File: config.mk
export PLATFORM = sky130hd
export DESIGN_NAME = clamped_moving_average
export DESIGN_NICKNAME = d
export VERILOG_FILES = /design/src/hdl/cma_pkg.sv /design/src/hdl/clamped_moving_average.sv /design/src/hdl/cma_div.sv /design/src/hdl/cma_window.sv
export SDC_FILE = /design/constraint.sdc
export NUM_CORES = 2
export LEC_CHECK = 0
export BUFFER_PORTS_ARGS = -buffer_cell sky130_fd_sc_hd__buf_2
export CORE_ASPECT_RATIO = 0.7
export CORE_MARGIN = 3
export CORE_UTILIZATION = 45
export CTS_CLUSTER_DIAMETER = 150
export DETAILED_ROUTE_END_ITERATION = 16
export HOLD_SLACK_MARGIN = 0.05
export PLACE_DENSITY = 0.65
export REMOVE_ABC_BUFFERS = 1
export SYNTH_ARGS = -nofsm -noshare
export SYNTH_HDL_FRONTEND = slang
export SYNTH_HIERARCHICAL = 1
export SYNTH_SLANG_ARGS = --single-unit
export TNS_END_PERCENT = 20
File: constraint.sdc
create_clock -name clk -period 7.5 [get_ports clk]
set_input_delay 0 -clock clk [delete_from_list [all_inputs] [get_ports clk]]
set_output_delay 0 -clock clk [all_outputs]
set_load 0.02 [all_outputs]
File: src/hdl/cma_pkg.sv
package cma_pkg;

	localparam int STORE_DEPTH_DEF = 256;
	localparam int SAMPLE_W        = 16;
	localparam int BYTE_W          = 8;
	localparam int SUM_W           = 16;
	localparam int APB_ADDR_W      = 4;
	localparam int APB_DATA_W      = 32;

	// register index, taken from paddr[3:2]
	localparam logic [1:0] REG_CLAMP_LOW     = 2'd0;
	localparam logic [1:0] REG_CLAMP_HIGH    = 2'd1;
	localparam logic [1:0] REG_BUFFER_LENGTH = 2'd2;

	typedef enum logic [2:0] {
		ST_IDLE,
		ST_READ,
		ST_UPDATE,
		ST_START,
		ST_DIV,
		ST_DONE
	} cma_state_t;

	// window store commands from the sequencer
	typedef struct packed {
		logic rd;
		logic upd;
		logic clr;
	} win_cmd_t;

endpackage

File: src/hdl/clamped_moving_average.sv
// Clamped moving average: one result per sample; from input transfer to result it steps through
// read, update, divider start, 16 restoring divide steps and output load.
// A new sample is taken only once the previous one has reached the output register.
// The output register lets a new sample in while a result waits on m_tready.
// Reset (arst_n low, asynchronous) clears window, sum, index, last sample and
// restores clamp_low=0, clamp_high=255, buffer_length=255.
module clamped_moving_average import cma_pkg::*; #(
	parameter int STORE_DEPTH = STORE_DEPTH_DEF
) (
	input  logic                  clk,
	input  logic                  arst_n,
	// APB config port
	input  logic                  psel,
	input  logic                  penable,
	input  logic                  pwrite,
	input  logic [APB_ADDR_W-1:0] paddr,
	input  logic [APB_DATA_W-1:0] pwdata,
	output logic [APB_DATA_W-1:0] prdata,
	output logic                  pready,
	// sample stream in
	input  logic                  s_tvalid,
	output logic                  s_tready,
	input  logic [SAMPLE_W-1:0]   s_tdata,   // [15:0] raw_sample
	// result stream out
	output logic                  m_tvalid,
	input  logic                  m_tready,
	output logic [23:0]           m_tdata    // [7:0] window_mean, [23:8] last_raw
);

	localparam int LEN_W = $clog2(STORE_DEPTH + 1);

	// ---------------- configuration registers ----------------
	logic [BYTE_W-1:0] clamp_low_q;
	logic [BYTE_W-1:0] clamp_high_q;
	logic [BYTE_W-1:0] buffer_length_q;
	logic              cfg_wr;
	logic              len_clr;

	assign pready  = 1'b1;
	assign cfg_wr  = psel && penable && pwrite && pready;
	assign len_clr = cfg_wr && (paddr[3:2] == REG_BUFFER_LENGTH);

	always_ff @(posedge clk or negedge arst_n) begin
		if (!arst_n) begin
			clamp_low_q     <= '0;
			clamp_high_q    <= '1;
			buffer_length_q <= '1;
		end else if (cfg_wr) begin
			unique case (paddr[3:2])
				REG_CLAMP_LOW:     clamp_low_q     <= pwdata[BYTE_W-1:0];
				REG_CLAMP_HIGH:    clamp_high_q    <= pwdata[BYTE_W-1:0];
				REG_BUFFER_LENGTH: buffer_length_q <= pwdata[BYTE_W-1:0];
				default: ;
			endcase
		end
	end

	always_comb begin
		unique case (paddr[3:2])
			REG_CLAMP_LOW:     prdata = APB_DATA_W'(clamp_low_q);
			REG_CLAMP_HIGH:    prdata = APB_DATA_W'(clamp_high_q);
			REG_BUFFER_LENGTH: prdata = APB_DATA_W'(buffer_length_q);
			default:           prdata = '0;
		endcase
	end

	// effective window length: zero acts as one, saturate at the store depth
	logic [LEN_W-1:0] eff_len;

	always_comb begin
		if (buffer_length_q == '0) begin
			eff_len = LEN_W'(1);
		end else if ({1'b0, buffer_length_q} > 9'(STORE_DEPTH)) begin
			eff_len = LEN_W'(STORE_DEPTH);
		end else begin
			eff_len = LEN_W'(buffer_length_q);
		end
	end

	// ---------------- input capture and clamp ----------------
	logic [SAMPLE_W-1:0] raw_q;
	logic [BYTE_W-1:0]   clamped_q;
	logic [BYTE_W-1:0]   clamped;
	logic                in_xfer;

	// low bound checked first; high bound only for samples not below it
	always_comb begin
		if (s_tdata < SAMPLE_W'(clamp_low_q)) begin
			clamped = clamp_low_q;
		end else if (s_tdata > SAMPLE_W'(clamp_high_q)) begin
			clamped = clamp_high_q;
		end else begin
			clamped = s_tdata[BYTE_W-1:0];
		end
	end

	assign in_xfer = s_tvalid && s_tready;

	always_ff @(posedge clk) begin
		if (in_xfer) begin
			raw_q     <= s_tdata;
			clamped_q <= clamped;
		end
	end

	// ---------------- sequencer ----------------
	cma_state_t state_q, state_nxt;
	win_cmd_t   win_cmd;
	logic       div_start;
	logic       div_done;
	logic       out_load;
	logic       m_tvalid_q;

	always_ff @(posedge clk or negedge arst_n) begin
		if (!arst_n) begin
			state_q <= ST_IDLE;
		end else begin
			state_q <= state_nxt;
		end
	end

	always_comb begin
		state_nxt = state_q;
		unique case (state_q)
			ST_IDLE:   if (in_xfer) state_nxt = ST_READ;
			ST_READ:   state_nxt = ST_UPDATE;
			ST_UPDATE: state_nxt = ST_START;
			ST_START:  state_nxt = ST_DIV;
			ST_DIV:    if (div_done) state_nxt = ST_DONE;
			ST_DONE:   if (!m_tvalid_q || m_tready) state_nxt = ST_IDLE;
			default:   state_nxt = ST_IDLE;
		endcase
	end

	always_comb begin
		s_tready    = 1'b0;
		win_cmd     = '0;
		div_start   = 1'b0;
		out_load    = 1'b0;
		win_cmd.clr = len_clr;
		unique case (state_q)
			ST_IDLE:   s_tready    = 1'b1;
			ST_READ:   win_cmd.rd  = 1'b1;
			ST_UPDATE: win_cmd.upd = 1'b1;
			ST_START:  div_start   = 1'b1;
			ST_DIV:    ;
			ST_DONE:   out_load    = !m_tvalid_q || m_tready;
			default:   ;
		endcase
	end

	// ---------------- window store and running sum ----------------
	logic [SUM_W-1:0] window_sum;

	cma_window #(
		.STORE_DEPTH(STORE_DEPTH)
	) u_window (
		.clk    (clk),
		.arst_n (arst_n),
		.cmd    (win_cmd),
		.sample (clamped_q),
		.len    (eff_len),
		.sum    (window_sum)
	);

	// ---------------- divider: sum / length ----------------
	logic [SUM_W-1:0] quotient;

	cma_div #(
		.DIVIDEND_W (SUM_W),
		.DIVISOR_W  (LEN_W)
	) u_div (
		.clk      (clk),
		.arst_n   (arst_n),
		.start    (div_start),
		.dividend (window_sum),
		.divisor  (eff_len),
		.done     (div_done),
		.quotient (quotient)
	);

	// ---------------- output register ----------------
	logic [BYTE_W-1:0]   mean_q;
	logic [SAMPLE_W-1:0] last_raw_q;

	always_ff @(posedge clk or negedge arst_n) begin
		if (!arst_n) begin
			m_tvalid_q <= 1'b0;
		end else if (out_load) begin
			m_tvalid_q <= 1'b1;
		end else if (m_tready) begin
			m_tvalid_q <= 1'b0;
		end
	end

	always_ff @(posedge clk or negedge arst_n) begin
		if (!arst_n) begin
			mean_q     <= '0;
			last_raw_q <= '0;
		end else if (out_load) begin
			mean_q     <= quotient[BYTE_W-1:0];
			last_raw_q <= raw_q;
		end
	end

	assign m_tvalid = m_tvalid_q;
	assign m_tdata  = {last_raw_q, mean_q};

endmodule

File: src/hdl/cma_div.sv
module cma_div import cma_pkg::*; #(
	parameter int DIVIDEND_W = SUM_W,
	parameter int DIVISOR_W  = 9
) (
	input  logic                  clk,
	input  logic                  arst_n,
	input  logic                  start,
	input  logic [DIVIDEND_W-1:0] dividend,
	input  logic [DIVISOR_W-1:0]  divisor,
	output logic                  done,
	output logic [DIVIDEND_W-1:0] quotient
);

	localparam int CNT_W = (DIVIDEND_W > 1) ? $clog2(DIVIDEND_W) : 1;

	logic                  busy_q;
	logic [CNT_W-1:0]      cnt_q;
	logic [DIVISOR_W-1:0]  rem_q;
	logic [DIVIDEND_W-1:0] quo_q;
	logic [DIVISOR_W:0]    trial;
	logic [DIVISOR_W:0]    diff;

	// one restoring step per cycle, MSB first
	assign trial = {rem_q, quo_q[DIVIDEND_W-1]};
	assign diff  = trial - {1'b0, divisor};

	assign done     = busy_q && (cnt_q == '0);
	assign quotient = quo_q;

	always_ff @(posedge clk or negedge arst_n) begin
		if (!arst_n) begin
			busy_q <= 1'b0;
			cnt_q  <= '0;
		end else if (start) begin
			busy_q <= 1'b1;
			cnt_q  <= CNT_W'(DIVIDEND_W - 1);
		end else if (busy_q) begin
			cnt_q <= cnt_q - 1'b1;
			if (cnt_q == '0) begin
				busy_q <= 1'b0;
			end
		end
	end

	always_ff @(posedge clk) begin
		if (start) begin
			rem_q <= '0;
			quo_q <= dividend;
		end else if (busy_q) begin
			if (!diff[DIVISOR_W]) begin
				rem_q <= diff[DIVISOR_W-1:0];
				quo_q <= {quo_q[DIVIDEND_W-2:0], 1'b1};
			end else begin
				rem_q <= trial[DIVISOR_W-1:0];
				quo_q <= {quo_q[DIVIDEND_W-2:0], 1'b0};
			end
		end
	end

endmodule

File: src/hdl/cma_window.sv
module cma_window import cma_pkg::*; #(
	parameter int STORE_DEPTH = STORE_DEPTH_DEF
) (
	input  logic                                clk,
	input  logic                                arst_n,
	input  win_cmd_t                            cmd,
	input  logic [BYTE_W-1:0]                   sample,
	input  logic [$clog2(STORE_DEPTH+1)-1:0]    len,
	output logic [SUM_W-1:0]                    sum
);

	localparam int IDX_W = $clog2(STORE_DEPTH);
	localparam int LEN_W = $clog2(STORE_DEPTH + 1);

	logic [BYTE_W-1:0] mem [STORE_DEPTH];

	logic [IDX_W-1:0]  idx_q;
	logic [LEN_W-1:0]  fill_q;
	logic [SUM_W-1:0]  sum_q;
	logic [IDX_W-1:0]  cur_idx_q;
	logic              old_valid_q;
	logic [BYTE_W-1:0] rd_data_q;

	logic [IDX_W-1:0]  rd_idx;
	logic [BYTE_W-1:0] old_byte;
	logic [LEN_W-1:0]  next_idx;

	// entries at or beyond the fill count have not been written since the clear
	assign rd_idx   = ({1'b0, idx_q} >= (IDX_W+1)'(len)) ? '0 : idx_q;
	assign old_byte = old_valid_q ? rd_data_q : '0;
	assign next_idx = LEN_W'(cur_idx_q) + 1'b1;
	assign sum      = sum_q;

	always_ff @(posedge clk or negedge arst_n) begin
		if (!arst_n) begin
			idx_q       <= '0;
			fill_q      <= '0;
			sum_q       <= '0;
			cur_idx_q   <= '0;
			old_valid_q <= 1'b0;
		end else if (cmd.clr) begin
			idx_q  <= '0;
			fill_q <= '0;
			sum_q  <= '0;
		end else if (cmd.rd) begin
			cur_idx_q   <= rd_idx;
			old_valid_q <= (LEN_W'(rd_idx) < fill_q);
		end else if (cmd.upd) begin
			sum_q <= sum_q - SUM_W'(old_byte) + SUM_W'(sample);
			idx_q <= (next_idx >= len) ? '0 : next_idx[IDX_W-1:0];
			if (fill_q == LEN_W'(cur_idx_q)) begin
				fill_q <= fill_q + 1'b1;
			end
		end
	end

	always_ff @(posedge clk) begin
		if (cmd.rd) begin
			rd_data_q <= mem[rd_idx];
		end
		if (cmd.upd) begin
			mem[cur_idx_q] <= sample;
		end
	end

endmodule
# --- Yosys cells after proc, flatten, opt, wreduce, memory -nomap -nowiden ---
# Memory sizes are Yosys's and may differ from the RTL's. A register that Yosys moved wholly into a read port is not among the register bits.
# Index checks and enable logic that the tools add are counted.
word_totals:
  register_bits: 148
  ramBits: 2048
  memories: 1
op_classes:
  reduce_logical: 22
  n_eq_ne: 12
  muxes: 40
  order_cmp: 6
  add_sub_neg: 6
  bitwise_logic: 1
mem_list:
  columns: ["memory", "words", "width", "rd", "rd_clocked_by_memory_dff", "wr", "line_no", "source"]
  rows:
  - ["u_window.mem", 256, 8, 1, 1, 1, "cma_window.sv:15", "logic [BYTE_W-1:0] mem [STORE_DEPTH];"]
ops:
  columns: ["op", "count"]
  rows:
  - ["$mux W16", 5]
  - ["$mux W8", 8]
  - ["$mux W9", 7]
  - ["$pmux W8 S3", 1]
  - ["$pmux W3 S6", 1]
  - ["$add A16 B8 Y16", 1]
  - ["$gt A16 B8 Y1", 1]
  - ["$lt A16 B8 Y1", 1]
  - ["$sub A16 B8 Y16", 1]
  - ["$mux W1", 13]
  - ["$reduce_and A2 Y1", 5]
  - ["$sub A10 B9 Y10", 1]
  - ["$add A8 B1 Y9 const B", 1]
  - ["$add A9 B1 Y9 const B", 1]
  - ["$eq A9 B8 Y1", 1]
  - ["$ge A8 B9 Y1", 1]
  - ["$ge A9 B9 Y1", 1]
  - ["$gt A8 B9 Y1 const B", 1]
  - ["$lt A8 B9 Y1", 1]
  - ["$mux W3", 3]
  - ["$logic_not A8 Y1", 1]
  - ["$mux W4", 2]
  - ["$ne A2 B2 Y1 const B", 4]
  - ["$reduce_bool A2 Y1", 4]
  - ["other kinds (14)", 21]

# --- Logic depth before layout (Yosys ltp) ---
depth:
  depth_word: 8
  depth_mapped: 19
  depth_no_buf: 14

# --- Modules after synthesis ---
# Netlist, hierarchy kept.
by_module_without_submodules:
  columns: ["mod", "area_each_um2", "n_inst", "cells_per_inst", "seq_area_each_um2"]
  rows:
  - ["cma_window", 84242.0, 1, 4996, 62790.2]
  - ["clamped_moving_average", 3842.4, 1, 326, 2042.0]
  - ["cma_div", 1774.2, 1, 162, 785.8]

# --- Least setup slack after synthesis ---
# No wires, ideal clock.
synth_timing:
  kind: "register to register"
  startpoint: "register clamped_q[1]"
  endpoint: "register u_window.sum_q[14], in the netlist u_window/sum[14]"
  arrival_time_ps: 5918
  synth_period_minus_slack_ps: 5996
  required_ps: 7422
  slack_ps: 1504
  setup_ps: 78
  path_buffers: 0
  path_stages_with_launch: 14
  path_cell_list: "edfxtp_1 > inv_1 > fa_1 > inv_1 > fa_1 > a21o_1 > a21oi_1 > nand2b_1 > a211o_1 > nand3_1 > a41oi_1 > xnor2_1 > nand2_1 > a21oi_1"
synth_between:
  elab_chain_cells: 4
synth_lines:
  columns: ["item", "line_no", "source"]
  rows:
  - ["from (decl)", "clamped_moving_average.sv:82", "logic [BYTE_W-1:0] clamped_q;"]
  - ["from (signal assigned)", "clamped_moving_average.sv:102", "clamped_q <= clamped;"]
  - ["$add A16 B8 Y16", "cma_window.sv:49", "sum_q <= sum_q - SUM_W'(old_byte) + SUM_W'(sample);"]
  - ["$mux W16", "cma_window.sv:48", "end else if (cmd.upd) begin"]
  - ["$mux W16", "cma_window.sv:45", "end else if (cmd.rd) begin"]
  - ["$mux W16", "cma_window.sv:41", "end else if (cmd.clr) begin"]
  - ["to (signal assigned)", "cma_window.sv:49", null]
  - ["to (decl)", "cma_window.sv:19", "logic [SUM_W-1:0] sum_q;"]
# Every way passes these cells. The select of a mux whose other input is x is not followed.
# A chain may end at the register's enable or synchronous reset.

# --- Worst setup path in the final report ---
layout_timing:
  startpoint: "register u_window.idx_q[0]"
  endpoint: "register u_window.rd_data_q[6] (read register of u_window.mem) (data pin)"
layout_between:
  elab_chain_cells: 2
layout_lines:
  columns: ["item", "line_no", "source"]
  rows:
  - ["from (decl)", "cma_window.sv:17", "logic [IDX_W-1:0] idx_q;"]
  - ["from (signal assigned)", "cma_window.sv:50", "idx_q <= (next_idx >= len) ? '0 : next_idx[IDX_W-1:0];"]
  - ["$ge A8 B9 Y1", "cma_window.sv:29", "assign rd_idx = ({1'b0, idx_q} >= (IDX_W+1)'(len)) ? '0 : idx_q;"]
  - ["$mux W8 *", "cma_window.sv:29", null]
  - ["to (decl)", "cma_window.sv:22", "logic [BYTE_W-1:0] rd_data_q;"]
# Every way passes the cells marked *; elsewhere a longest branch is shown, timed or not.

==> flow_summary.ini <==
[status]
status = finished clean

[final_layout]
regArea_um2 = 65630
final_common_cell = edfxtp_1
final_util_pct = 50.63
fin_nets = 5732
layout-drive-gt1-share_pct = 15.73
fill_cells = 16000
synthToLayoutAreaGrowth_pct = 11.21
multi_input_area_um2 = 22470
layout_common_cells = edfxtp_1 (2096), nor2_1 (466), nand2_1 (271)

[worst_setup_path]
arrival_ps = 6330
cp_top_family = compound AO/OA/AOI/OAI gates
crit_slowest_cell = dfrtp_4
worst-setup-path-type = reg -> reg
start_kind = flop
crit_fanout = 50
cp_slowest_stage_delay_ps = 930
cp.required_ps = 8050
critPathCaptureType = flop
path_common_cell = inv_2
cp_cell_sequence = inv_2 -> ha_1 -> nand2b_1 -> a31oi_1 -> o21a_2 -> o21ai_4 -> inv_2 -> a21o_1 -> a2111oi_0 -> nor4_1 -> a211oi_1 -> o22ai_1
path_buf_inv = 2

[global_routing]
track_usage_pct = 22.38
antenna_found_initial = 13
grt_pass1_vias = 49180
grt_max_degree = 185
grt_remaining_overflow = 0
grt_first_pass_wirelength_um = 342200

[clock_network]
post_cts_buffers = 0
cts_max_path_buffers = 4
cts_buffers = 202
cts_tree = done
cts_sinks = 2204
clk_pin_slew_worst_paths_ps = 70
root_buffer = clkbuf_16
h-tree-depth = 4
clkLatencyLatePin_ps = 840

[drt]
wirelength_um = 234200
drc = 0
viasPerCell = 6.113
vias = 51160
drt_iter0_drc = 6907
wl_per_cell_um = 27.98
drtAntennaViolNets = 0
first_pass_iters = 7

[placement]
detailedPlace.worstSlack_ps = 1869
gp_congestion = 0.8929
place_hpwl_um = 141400
io_buffers = 66

[floorplan]
coreArea_um2 = 197400
die_y_um = 379.9
die_w_um = 540.1
die_area_um2 = 205200
rows = 136
io_pins = 118
start_util_pct = 45.52

[run]
max-cap-violations = 0

[pwr]
power_frac_comb_pct = 29.9
seq_power_share_pct = 42.0
power.density_nw_per_um2 = 354.0
p_int_w = 0.02374
p_sw_w = 0.01164
vdd_drop_max_mv = 0.2699
p_leak_nw = 31.87
swShare_pct = 32.90
p_clk_share_pct = 28.1
p_total_w = 0.03538

[synth]
synth-seq-area-share_pct = 73.02
ys_warn_count = 6
yosys_most_used_dff = edfxtp_1
ys_types = 98
synth_cells = 5484
synth.avg_cell_area_um2 = 16.39
async_flop_share_pct = 4.492
ys_ff_latch = 2204
syn_area_um2 = 89860
synth_edf_count = 2096

[timing]
fin_crit_sh_pct = 77.06
relSlewSlack_pct = 3.126
drv_slew = 0
max_freq_mhz = 173.0
final-setup-viol-count = 0
grt_setup_unrepaired = no
tightest_slew_ps = 1450
clock_skew_ps = 76.26
finalHoldViolCount = 0
timing.final.ws_setup_ps = 1720
period_needed_ps = 5780

[min_path]
hold_path.class = in -> async
==> synth_stat cells (all sizes together) (25+ instances only) <==
cell | number | share of area [%]
clkbuf | 190 | 0.79
mux2 | 174 | 2.2
o211ai | 32 | 0.27
mux4 | 230 | 5.8
nor2 | 470 | 2.0
a31oi | 29 | 0.23
nor3 | 59 | 0.35
dfrtp | 83 | 2.3
o31ai | 30 | 0.25
nor2b | 27 | 0.19
ha | 70 | 0.97
edfxtp | 2096 | 70
nand3 | 66 | 0.38
and2 | 28 | 0.19
inv | 96 | 0.40
o221ai | 41 | 0.40
nand4 | 25 | 0.18
buf | 171 | 1.1
nand2 | 273 | 1.1
a211oi | 75 | 0.64
nand2b | 26 | 0.19
a21oi | 199 | 1.1
o22ai | 156 | 1.1
mux2i | 172 | 1.9
xnor2 | 33 | 0.33
o21ai | 246 | 1.4
==> kinds of logic after synthesis <==
family | share of synthesized area, %
flip-flops | 73.02
AO/OA/AOI/OAI | 8.055
AND/OR/NAND/NOR | 5.180
multiplexers | 9.865
buffers and inverters | 2.265
adder cells (fa/ha/maj) | 1.175
XOR/XNOR | 0.4275
other | 0.008358
==> through the flow <==
| step | area [um^2] | setup TNS, ps | std cells | hold slack (ps) |
|---|---|---|---|---|
| after floorplan | 88280 | -221960 | 5148 | -295.6 |
| after global placement | 93030 | 0 | 7944 | -50.89 |
| after detailed placement | 93030 | 0 | 7944 | -39.39 |
| after CTS | 99930 | 0 | 8368 | 153.0 |
| after global routing | 99930 | 0 | 8369 | 229.6 |
| final | 99940 | 0 | 8370 | 210.1 |
==> path summary, 6_finish.rpt <==
kind / from / end / slack (ps) / depth (start not counted)
min in group clk: s_tdata[7] / clamped_q[7] / 250 / 4
setup / recovery: u_window/idx_q[0] / u_window/rd_data_q[6] / 1720 / 12
hold / removal: arst_n / mean_q[1] / 210 / 4
max in group asynchronous: arst_n / u_window/idx_q[1] / 6220 / 4
hold reg to reg: raw_q[1] / last_raw_q[1] / 450 / 1
setup reg to reg: u_window/idx_q[0] / u_window/rd_data_q[6] / 1720 / 12
==> routing by layer <==
layer	up-vias	track usage, %	share of wire (%)	routed length, um
met3	348	6.013	12	28960
met5	-	0	0.018	41
met2	2806	31.38	43	99630
li1	21870	-	-	-
met4	6	4.796	2.1	4891
met1	26130	34.84	43	100700
==> area by class of cell <==
cell class              count  share of cell area (%)
diodes                      1                0.002504
inverters                  98                  0.3706
flip-flops and latches   2204                   65.67
multi-input cells        2846                   22.48
well taps                2622                   3.283
clock inverters            98                  0.8626
repair buffers            242                   1.968
clock buffers             259                   5.359
==> sequential cells by signal, indices dropped and copies added, names as in the netlist <==
| signal | count |
|---|---|
| buffer_length_q | 8 |
| clamp_high_q | 8 |
| clamp_low_q | 8 |
| clamped_q | 8 |
| last_raw_q | 16 |
| m_tvalid | 1 |
| mean_q | 8 |
| raw_q | 16 |
| state_q | 3 |
| u_div/busy_q | 1 |
| u_div/cnt_q | 4 |
| u_div/quotient | 16 |
| u_div/rem_q | 9 |
| u_window/cur_idx_q | 8 |
| u_window/fill_q | 9 |
| u_window/idx_q | 8 |
| u_window/mem | 2048 |
| u_window/old_valid_q | 1 |
| u_window/rd_data_q | 8 |
| u_window/sum | 16 |
==> worst min-delay path: cells and delay by family <==
kind,cells,cell delay [ps]
buffers and inverters,4,1370
==> power groups by stage <==
stage,Sequential (W),Clock (W),Combinational [W]
after global placement,0.0151,0,0.0102
after CTS,0.0148,0.0101,0.0104
after detailed placement,0.0151,0,0.0103
final,0.0149,0.00993,0.0106
after global routing,0.0149,0.0106,0.0113
after floorplan,0.0158,0,0.00594
==> timing repair <==
action | 4_1_cts | 5_1_grt
hold buffers | 67 | 0
endpoints found under the hold margin | 134 | 0
gates resized for setup | 0 | 0
setup endpoints to repair | 0 | 0
Power figures use the tool's default switching activity.
